==> src/design/s7sb_pkg.sv <==
// ----------------------------------------------------------------------------
// s7sb_pkg
// Shared constants and the digit-to-segment lookup for the score display
// byte stream.
// ----------------------------------------------------------------------------
package s7sb_pkg;

    localparam int SCORE_W   = 32;
    localparam int MAX_W     = 20;
    localparam int DIGIT_W   = 4;
    localparam int BYTE_W    = 8;
    localparam int PATTERN_W = 16;
    localparam int DIGIT_SLOTS = 8;

    localparam logic [MAX_W-1:0]  MAX_SCORE_RESET = 20'd999999;
    localparam logic [BYTE_W-1:0] ADDR_BYTE       = 8'h00;

    // ceil(2^35 / 10): (v * RECIP_10) >> 35 is v / 10 for any 32-bit v
    localparam logic [31:0] RECIP_10       = 32'hCCCC_CCCD;
    localparam int          RECIP_10_SHIFT = 35;

    // segment wiring: bit 8 = A, 7..2 = B..G, 1..0 = decimal points
    localparam logic [PATTERN_W-1:0] SEG_0 = 16'h01F8;
    localparam logic [PATTERN_W-1:0] SEG_1 = 16'h00C0;
    localparam logic [PATTERN_W-1:0] SEG_2 = 16'h01B4;
    localparam logic [PATTERN_W-1:0] SEG_3 = 16'h01E4;
    localparam logic [PATTERN_W-1:0] SEG_4 = 16'h00CC;
    localparam logic [PATTERN_W-1:0] SEG_5 = 16'h016C;
    localparam logic [PATTERN_W-1:0] SEG_6 = 16'h017C;
    localparam logic [PATTERN_W-1:0] SEG_7 = 16'h01C0;
    localparam logic [PATTERN_W-1:0] SEG_8 = 16'h01FC;
    localparam logic [PATTERN_W-1:0] SEG_9 = 16'h01EC;

    function automatic logic [PATTERN_W-1:0] seg_pattern(input logic [DIGIT_W-1:0] digit);
        logic [PATTERN_W-1:0] pat;
        unique case (digit)
            4'd0:    pat = SEG_0;
            4'd1:    pat = SEG_1;
            4'd2:    pat = SEG_2;
            4'd3:    pat = SEG_3;
            4'd4:    pat = SEG_4;
            4'd5:    pat = SEG_5;
            4'd6:    pat = SEG_6;
            4'd7:    pat = SEG_7;
            4'd8:    pat = SEG_8;
            4'd9:    pat = SEG_9;
            default: pat = '0;
        endcase
        return pat;
    endfunction

endpackage

==> src/design/s7sb_front.sv <==
// ----------------------------------------------------------------------------
// s7sb_front
// Accepts scores, clamps them to the limit register and splits the clamped
// value into decimal digits, one digit per cycle, then pushes the digit set.
// ----------------------------------------------------------------------------
module s7sb_front #(
    parameter int NUM_DIGITS = 6
) (
    input  logic                             aclk,
    input  logic                             aresetn,
    input  logic [s7sb_pkg::MAX_W-1:0]       score_cap,
    input  logic                             s_tvalid,
    output logic                             s_tready,
    input  logic [s7sb_pkg::SCORE_W-1:0]     s_tdata,
    output logic                             push_valid,
    input  logic                             push_full,
    output logic [NUM_DIGITS*4-1:0]          push_data
);
    import s7sb_pkg::*;

    localparam int DIGS_W = NUM_DIGITS * DIGIT_W;
    localparam int CNT_W  = $clog2(NUM_DIGITS + 1);
    localparam int PROD_W = MAX_W + 32;

    logic              busy_reg, busy_next;
    logic [CNT_W-1:0]  cnt_reg, cnt_next;
    logic [MAX_W-1:0]  val_reg, val_next;
    logic [DIGS_W-1:0] dig_reg, dig_next;

    logic                      done;
    logic                      push;
    logic                      accept;
    logic [PROD_W-1:0]         prod;
    logic [MAX_W-1:0]          quot;
    logic [MAX_W+3:0]          quot_x10;
    logic [MAX_W-1:0]          diff;
    logic [DIGS_W+DIGIT_W-1:0] dig_shift;
    logic [MAX_W-1:0]          clamped;

    assign done     = busy_reg && (cnt_reg == CNT_W'(NUM_DIGITS));
    assign push     = done && !push_full;
    assign s_tready = !busy_reg || push;
    assign accept   = s_tvalid && s_tready;

    assign push_valid = done;
    assign push_data  = dig_reg;

    // divide by ten through the reciprocal, remainder from q*8 + q*2
    assign prod      = PROD_W'(val_reg) * PROD_W'(RECIP_10);
    assign quot      = MAX_W'(prod[PROD_W-1:RECIP_10_SHIFT]);
    assign quot_x10  = {quot, 3'b000} + {2'b00, quot, 1'b0};
    assign diff      = val_reg - quot_x10[MAX_W-1:0];
    // new digit enters at the top, so the least significant one ends in slot 0
    assign dig_shift = {diff[DIGIT_W-1:0], dig_reg};

    assign clamped = (s_tdata > {{(SCORE_W-MAX_W){1'b0}}, score_cap}) ?
                     score_cap : s_tdata[MAX_W-1:0];

    always_comb begin
        busy_next = busy_reg;
        cnt_next  = cnt_reg;
        val_next  = val_reg;
        dig_next  = dig_reg;
        if (busy_reg && !done) begin
            val_next = quot;
            dig_next = dig_shift[DIGS_W+DIGIT_W-1:DIGIT_W];
            cnt_next = cnt_reg + CNT_W'(1);
        end
        if (push) begin
            busy_next = 1'b0;
        end
        if (accept) begin
            busy_next = 1'b1;
            cnt_next  = '0;
            val_next  = clamped;
        end
    end

    always_ff @(posedge aclk) begin
        if (!aresetn) begin
            busy_reg <= 1'b0;
            cnt_reg  <= '0;
        end else begin
            busy_reg <= busy_next;
            cnt_reg  <= cnt_next;
        end
    end

    always_ff @(posedge aclk) begin
        val_reg <= val_next;
        dig_reg <= dig_next;
    end

endmodule

==> src/design/s7sb_fifo.sv <==
// ----------------------------------------------------------------------------
// s7sb_fifo
// Small register queue of digit sets between the converter and the
// byte serializer.
// ----------------------------------------------------------------------------
module s7sb_fifo #(
    parameter int WIDTH = 24,
    parameter int DEPTH = 2
) (
    input  logic             aclk,
    input  logic             aresetn,
    input  logic             push,
    input  logic [WIDTH-1:0] push_data,
    output logic             full,
    input  logic             pop,
    output logic             not_empty,
    output logic [WIDTH-1:0] pop_data
);
    localparam int PTR_W = (DEPTH > 1) ? $clog2(DEPTH) : 1;
    localparam int CNT_W = $clog2(DEPTH + 1);

    logic [WIDTH-1:0] mem_reg [DEPTH];
    logic [PTR_W-1:0] wr_ptr_reg, wr_ptr_next;
    logic [PTR_W-1:0] rd_ptr_reg, rd_ptr_next;
    logic [CNT_W-1:0] count_reg, count_next;

    assign full      = (count_reg == CNT_W'(DEPTH));
    assign not_empty = (count_reg != '0);
    assign pop_data  = mem_reg[rd_ptr_reg];

    always_comb begin
        wr_ptr_next = wr_ptr_reg;
        rd_ptr_next = rd_ptr_reg;
        count_next  = count_reg;
        if (push) begin
            wr_ptr_next = (wr_ptr_reg == PTR_W'(DEPTH - 1)) ? '0 : wr_ptr_reg + PTR_W'(1);
        end
        if (pop) begin
            rd_ptr_next = (rd_ptr_reg == PTR_W'(DEPTH - 1)) ? '0 : rd_ptr_reg + PTR_W'(1);
        end
        if (push && !pop) begin
            count_next = count_reg + CNT_W'(1);
        end else if (pop && !push) begin
            count_next = count_reg - CNT_W'(1);
        end
    end

    always_ff @(posedge aclk) begin
        if (!aresetn) begin
            wr_ptr_reg <= '0;
            rd_ptr_reg <= '0;
            count_reg  <= '0;
        end else begin
            wr_ptr_reg <= wr_ptr_next;
            rd_ptr_reg <= rd_ptr_next;
            count_reg  <= count_next;
        end
    end

    always_ff @(posedge aclk) begin
        if (push) begin
            mem_reg[wr_ptr_reg] <= push_data;
        end
    end

endmodule

==> src/design/s7sb_back.sv <==
// ----------------------------------------------------------------------------
// s7sb_back
// Serializes one digit set into the display write: address byte, then the
// low and high segment byte of each digit, most significant digit first.
// ----------------------------------------------------------------------------
module s7sb_back #(
    parameter int NUM_DIGITS = 6
) (
    input  logic                          aclk,
    input  logic                          aresetn,
    input  logic                          q_not_empty,
    input  logic [NUM_DIGITS*4-1:0]       q_data,
    output logic                          q_pop,
    output logic                          m_tvalid,
    input  logic                          m_tready,
    output logic [s7sb_pkg::BYTE_W-1:0]   m_tdata,
    output logic                          m_tlast
);
    import s7sb_pkg::*;

    localparam int DIGS_W = NUM_DIGITS * DIGIT_W;
    localparam int CNT_W  = $clog2(NUM_DIGITS + 1);

    logic              active_reg, active_next;
    logic              hi_reg, hi_next;
    logic [CNT_W-1:0]  cnt_reg, cnt_next;
    logic [DIGS_W-1:0] dig_reg, dig_next;
    logic              valid_reg, valid_next;
    logic [BYTE_W-1:0] data_reg, data_next;
    logic              last_reg, last_next;

    logic                 advance;
    logic [PATTERN_W-1:0] pattern;

    assign advance  = !valid_reg || m_tready;
    assign pattern  = seg_pattern(dig_reg[DIGS_W-1 -: DIGIT_W]);
    assign m_tvalid = valid_reg;
    assign m_tdata  = data_reg;
    assign m_tlast  = last_reg;

    always_comb begin
        active_next = active_reg;
        hi_next     = hi_reg;
        cnt_next    = cnt_reg;
        dig_next    = dig_reg;
        valid_next  = valid_reg;
        data_next   = data_reg;
        last_next   = last_reg;
        q_pop       = 1'b0;
        if (advance) begin
            if (active_reg) begin
                valid_next = 1'b1;
                if (!hi_reg) begin
                    data_next = pattern[BYTE_W-1:0];
                    last_next = 1'b0;
                    hi_next   = 1'b1;
                end else begin
                    data_next = pattern[PATTERN_W-1:BYTE_W];
                    last_next = (cnt_reg == CNT_W'(1));
                    hi_next   = 1'b0;
                    dig_next  = dig_reg << DIGIT_W;
                    cnt_next  = cnt_reg - CNT_W'(1);
                    if (cnt_reg == CNT_W'(1)) begin
                        active_next = 1'b0;
                    end
                end
            end else if (q_not_empty) begin
                // address byte goes out while the digit set is loaded
                q_pop       = 1'b1;
                valid_next  = 1'b1;
                data_next   = ADDR_BYTE;
                last_next   = 1'b0;
                dig_next    = q_data;
                cnt_next    = CNT_W'(NUM_DIGITS);
                hi_next     = 1'b0;
                active_next = 1'b1;
            end else begin
                valid_next = 1'b0;
            end
        end
    end

    always_ff @(posedge aclk) begin
        if (!aresetn) begin
            active_reg <= 1'b0;
            hi_reg     <= 1'b0;
            cnt_reg    <= '0;
            valid_reg  <= 1'b0;
        end else begin
            active_reg <= active_next;
            hi_reg     <= hi_next;
            cnt_reg    <= cnt_next;
            valid_reg  <= valid_next;
        end
    end

    always_ff @(posedge aclk) begin
        dig_reg  <= dig_next;
        data_reg <= data_next;
        last_reg <= last_next;
    end

endmodule

==> src/design/score_to_seven_segment_bytes_unit.sv <==
// ----------------------------------------------------------------------------
// score_to_seven_segment_bytes_unit
// Turns a binary score into the byte stream of one display-RAM write.
// ----------------------------------------------------------------------------
// Usage:
//   s_ channel carries one 32-bit score per word. The score is clamped to
//   the score cap (written through cfg_wr_en / cfg_wr_data, 999999 after
//   reset) and split into NUM_DIGITS decimal digits.
//   m_ channel carries 1 + 2*NUM_DIGITS bytes per score: address 0x00, then
//   low and high segment byte per digit, most significant digit first;
//   m_tlast marks the final high byte.
// Timing:
//   the converter takes one divide-by-ten step per cycle, then hands the
//   digit set to the queue; the byte serializer sends one byte per cycle
//   while m_tready is high and a digit set is queued.
//   A two-deep queue of digit sets lets the converter keep taking scores
//   while the serializer is busy or stalled.
// Reset and stall:
//   reset empties the queue, drops any pending byte and restores the cap.
//   When m_tready is low the output byte holds; s_tready stays low while the
//   converter splits a score and while its digit set waits on a full queue.
// ----------------------------------------------------------------------------
module score_to_seven_segment_bytes_unit #(
    parameter int NUM_DIGITS = 6
) (
    input  logic                               aclk,
    input  logic                               aresetn,
    input  logic                               cfg_wr_en,
    input  logic [s7sb_pkg::MAX_W-1:0]         cfg_wr_data,  // score cap
    input  logic                               s_tvalid,
    output logic                               s_tready,
    input  logic [s7sb_pkg::SCORE_W-1:0]       s_tdata,      // score
    output logic                               m_tvalid,
    input  logic                               m_tready,
    output logic [s7sb_pkg::BYTE_W-1:0]        m_tdata,      // data_byte
    output logic                               m_tlast       // last_byte
);
    import s7sb_pkg::*;

    localparam int DIGS_W = NUM_DIGITS * DIGIT_W;

    logic [MAX_W-1:0]  score_cap_reg;
    logic              push_valid;
    logic              push_full;
    logic [DIGS_W-1:0] push_data;
    logic              q_pop;
    logic              q_not_empty;
    logic [DIGS_W-1:0] q_data;

    always_ff @(posedge aclk) begin
        if (!aresetn) begin
            score_cap_reg <= MAX_SCORE_RESET;
        end else if (cfg_wr_en) begin
            score_cap_reg <= cfg_wr_data;
        end
    end

    s7sb_front #(
        .NUM_DIGITS(NUM_DIGITS)
    ) u_front (
        .aclk      (aclk),
        .aresetn   (aresetn),
        .score_cap (score_cap_reg),
        .s_tvalid  (s_tvalid),
        .s_tready  (s_tready),
        .s_tdata   (s_tdata),
        .push_valid(push_valid),
        .push_full (push_full),
        .push_data (push_data)
    );

    s7sb_fifo #(
        .WIDTH(DIGS_W),
        .DEPTH(2)
    ) u_fifo (
        .aclk     (aclk),
        .aresetn  (aresetn),
        .push     (push_valid && !push_full),
        .push_data(push_data),
        .full     (push_full),
        .pop      (q_pop),
        .not_empty(q_not_empty),
        .pop_data (q_data)
    );

    s7sb_back #(
        .NUM_DIGITS(NUM_DIGITS)
    ) u_back (
        .aclk       (aclk),
        .aresetn    (aresetn),
        .q_not_empty(q_not_empty),
        .q_data     (q_data),
        .q_pop      (q_pop),
        .m_tvalid   (m_tvalid),
        .m_tready   (m_tready),
        .m_tdata    (m_tdata),
        .m_tlast    (m_tlast)
    );

    // the closing byte of a write holds no segment other than A
    assert property (@(posedge aclk) disable iff (!aresetn)
        m_tvalid && m_tlast |-> m_tdata[BYTE_W-1:1] == '0)
        else $error("last byte carries more than segment A");

    // a valid byte right after an accepted closing byte is the address byte
    assert property (@(posedge aclk) disable iff (!aresetn)
        $past(m_tvalid && m_tready && m_tlast) && m_tvalid |-> m_tdata == ADDR_BYTE)
        else $error("write did not start with the address byte");

    // the serializer only pops a queue that holds a digit set
    assert property (@(posedge aclk) disable iff (!aresetn)
        q_pop |-> q_not_empty)
        else $error("pop from empty digit queue");

    // converter never takes a score while its finished digits cannot leave
    assert property (@(posedge aclk) disable iff (!aresetn)
        push_valid && push_full |-> !s_tready)
        else $error("score taken while converter output is blocked");

endmodule

==> config.mk <==
export PLATFORM = sky130hd
export DESIGN_NAME = score_to_seven_segment_bytes_unit
export DESIGN_NICKNAME = d
export VERILOG_FILES = /design/src/design/s7sb_pkg.sv /design/src/design/s7sb_front.sv /design/src/design/s7sb_fifo.sv /design/src/design/s7sb_back.sv /design/src/design/score_to_seven_segment_bytes_unit.sv
export SDC_FILE = /design/constraint.sdc
export NUM_CORES = 1
export LEC_CHECK = 0
export ABC_CLOCK_PERIOD_IN_PS = 8200
export BUFFER_PORTS_ARGS = -buffer_cell sky130_fd_sc_hd__buf_2
export CAP_MARGIN = 15
export CELL_PAD_IN_SITES_DETAIL_PLACEMENT = 1
export CELL_PAD_IN_SITES_GLOBAL_PLACEMENT = 1
export CORE_UTILIZATION = 40
export CTS_CLUSTER_SIZE = 24
export DETAILED_ROUTE_END_ITERATION = 10
export PLACE_DENSITY_LB_ADDON = 0.1
export SETUP_SLACK_MARGIN = 0.3
export SKIP_LAST_GASP = 1
export SLEW_MARGIN = 10
export SYNTH_ARGS = -nofsm -noshare
export SYNTH_HDL_FRONTEND = slang
export SYNTH_HIERARCHICAL = 1
export SYNTH_SLANG_ARGS = --single-unit
==> constraint.sdc <==
create_clock -name aclk -period 8.2 [get_ports aclk]
set_input_delay 1.64 -clock aclk [delete_from_list [all_inputs] [get_ports aclk]]
set_output_delay 1.64 -clock aclk [all_outputs]
set_load 0.02 [all_outputs]
==> flow_metrics.py <==
metrics = {
    "synth": {
        "synth.area.top_cells": "edfxtp_1 (26%), ha_1 (19%), fa_1 (17%)",
        "synth_top_family_by_area": "adder cells",
        "synth_area_leader_cell": "edfxtp_1",
        "ys.flop_type": "edfxtp_1",
        "synth_area_per_cell_um2": 10.8,
        "synth_xor_area_share_pct": 2.06,
        "synth-simple-area-share_pct": 8.68,
        "synth_top_cell_area_share_pct": 25.7,
        "synth_mux_area_share_pct": 5.69,
        "synth_compound_area_share_pct": 9.07,
        "synth_fa_ha_area_share_pct": 35.5,
        "syn_area_mm2": 0.0145,
        "synthArstFlopShare_pct": 0,
        "synth_cell_types": 75,
        "yosysWarnings": 6,
        "yosysSeqAreaShare_pct": 31.5,
        "synthCells": 1338,
        "syn_nets": 1733,
        "synth_edf_count": 124,
        "synth_seq_cells": 166,
    },
    "global_route": {
        "grt_pass1_wl_um": 56300,
        "grtUsageMet2_pct": 35.4,
        "grtUsageTotal_pct": 20.2,
        "grt-ovfl-total": 0,
        "busiest_layer": "met2",
        "grt_max_degree": 38,
        "grt_util_met3_pct": 2.05,
        "met1_usage_pct": 26.7,
        "grt_pass1_vias": 10328,
        "antenna_found_initial": 0,
    },
    "die": {
        "die_area_mm2": 0.0369,
        "fp.dieW_um": 192,
        "ios": 68,
        "coreArea_mm2": 0.0356,
        "start_util_pct": 40.7,
        "chipHeight_um": 192,
        "rows": 69,
    },
    "timing": {
        "tightest_slew_ps": 1040,
        "period_minus_slack_ps": 7370,
        "hold_viol": 0,
        "rsz0062_at_grt": "false",
        "clock_skew_ps": 16.3,
        "max_freq_ghz": 0.136,
        "holdWs_ps": 450,
        "setup-violations-final": 0,
        "maxSlewHeadroom_pct": 30.6,
        "finalCritPeriodShare_pct": 89.9,
        "slew_violations": 0,
        "setup-tns-final_ps": 0,
    },
    "min_path": {
        "hold_class": "register to register",
    },
    "cts": {
        "cts.sinks": 166,
        "cts_buffers": 17,
        "cts_buffer_depth": 2,
        "ctsHoldBuffers": 0,
        "clk_pin_slew_ps": 70,
        "cts-htree-levels": 4,
        "clk_latency_ps": 440,
        "cts_tree": "yes",
        "cts-resized-gates": 0,
        "cts_setup_buffers": 0,
        "cts_root_buffer": "clkbuf_16",
    },
    "layout": {
        "num-nets-final": 1797,
        "syn2layout_area_growth_pct": 9.77,
        "largest_register_ffs": 48,
        "drive_above_1_share_pct": 12.1,
        "antenna_cells": 0,
        "fin_cells": 1876,
    },
    "placement": {
        "dpl.hpwl_um": 29800,
        "gp_congestion": 0.844,
        "dpl.cell_count": 1844,
        "port_buffers": 66,
    },
    "setup_path": {
        "worst-path-max-fanout": 4,
        "cpPeakStageDelay_ps": 590,
        "cp-end-kind": "register",
        "cpMaxStageDelayCell": "fa_1",
        "worstPathRequired_ps": 8370,
        "crit_path_start_kind": "register",
        "crit_family": "adder cells",
        "cp_cell_sequence": "ha_1 > fa_1 > fa_1 > fa_1 > inv_1 > fa_1 > inv_1 > fa_1 > inv_1 > fa_1 > inv_1 > ha_1 > nand2_1 > nor3b_1 > o21ai_0 > a31oi_1 > nor2_1 > o211a_1 > o21ai_0 > xor2_1 > ha_1 > a21oi_1 > xnor2_1 > xnor2_1",
        "critPathBufInv": 4,
        "crit_type": "register to register",
        "cp.arrival_ps": 7540,
        "cp_common_cell": "fa_1",
    },
    "routing": {
        "drt_iter0_drc": 298,
        "vias_per_cell": 5.14,
        "routed_wl_um": 35600,
        "route.detailed.wl_per_inst_um": 19.0,
        "postRouteAntennaNets": 0,
        "dr.pass1.iters": 4,
        "vias": 9637,
        "drc": 0,
    },
    "flow_run": {
        "max_cap_violations": 0,
    },
    "run_status": {
        "outcome": "complete, no violations",
    },
}
-- worst reg2reg max path, cell delays in order (launching register included) --
cell,delay (ps)
edfxtp_1,490
ha_1,350
fa_1,490
fa_1,540
fa_1,590
inv_1,120
fa_1,540
inv_1,50
fa_1,530
inv_1,50
fa_1,500
inv_1,40
ha_1,330
nand2_1,100
nor3b_1,170
o21ai_0,220
a31oi_1,230
nor2_1,70
o211a_1,210
o21ai_0,220
xor2_1,460
ha_1,360
a21oi_1,190
xnor2_1,160
xnor2_1,80
-- cells in the mapped netlist, types with 7 or more instances --
cell type,count
a21o_1,26
a21oi_1,77
a31oi_1,7
and2_1,15
and3_1,12
clkbuf_1,15
dfxtp_1,42
edfxtp_1,124
fa_1,120
ha_1,218
inv_1,249
mux2_2,44
mux2i_1,26
nand2_1,57
nand3_1,21
nand4_1,14
nor2_1,55
nor2b_1,23
nor3_1,12
o211ai_1,9
o21ai_0,35
xnor2_1,19
xor2_1,15
-- per-layer routing --
| metal | up-vias | share of wire (%) |
|---|---|---|
| li1 | 4688 | - |
| met1 | 4869 | 46 |
| met2 | 60 | 51 |
| met3 | 20 | 1.7 |
| met4 | 0 | 1.1 |
| met5 | - | 0 |
-- layout make-up --
type / count / area (µm²)
Fill cell: 3939 / 19700
Clock inverter: 14 / 168
Inverter: 249 / 935
Tap cell: 461 / 577
Clock buffer: 18 / 429
Multi-Input combinational cell: 895 / 8830
Timing Repair Buffer: 73 / 383
Sequential cell: 166 / 4560
-- cells in the final DEF, fill, tap and decap left out, drive strengths merged, types with 13 or more instances in the layout --
cell / netlist / layout
nor2b: 23 / 23
a21oi: 78 / 78
xor2: 15 / 15
ha: 218 / 218
a21o: 26 / 26
o21ai: 37 / 37
nor3: 13 / 13
nand4: 14 / 14
xnor2: 19 / 19
buf: 13 / 73
clkbuf: 15 / 18
fa: 120 / 120
and2: 15 / 15
nand3: 21 / 21
inv: 249 / 254
dfxtp: 42 / 42
nand2: 57 / 57
mux2i: 27 / 27
nor2: 56 / 56
mux2: 47 / 47
edfxtp: 124 / 124
-- final timing paths --
kind,startpoint,to,slack [ps],depth (start not counted)
worst max register to register,u_front/val_reg[6]$_DFFE_PP_,u_front/push_data[23]$_DFFE_PP_,830,24
worst min register to register,u_front/push_data[0]$_DFFE_PP_,u_fifo/mem_reg[1][0]$_DFFE_PP_,450,0
worst min-delay path,u_front/push_data[0]$_DFFE_PP_,u_fifo/mem_reg[1][0]$_DFFE_PP_,450,0
worst max-delay path,u_front/val_reg[6]$_DFFE_PP_,u_front/push_data[23]$_DFFE_PP_,830,24
-- metrics by stage --
| stage | cell area [µm²] | setup WS, ps | utilization [%] |
|---|---|---|---|
| 2_1_floorplan | 14500 | 1820 | - |
| 3_3_place_gp | 15300 | 943 | 43.0 |
| 3_5_place_dp | 15300 | 849 | 43.0 |
| 4_1_cts | 15900 | 807 | 44.6 |
| 5_1_grt | 15900 | 473 | 44.6 |
| 6_report | 15900 | 827 | 44.6 |
-- cell families after synthesis --
kind of cell	after synthesis
fa+ha+maj	338
buf+inv	277
simple gates	242
compound gates	206
flops	166
mux	74
xor+xnor	34
other cells	1
Power is left out: the tool's default activity adds up to more than one toggle a clock period on the data nets, which glitch-free logic cannot reach.
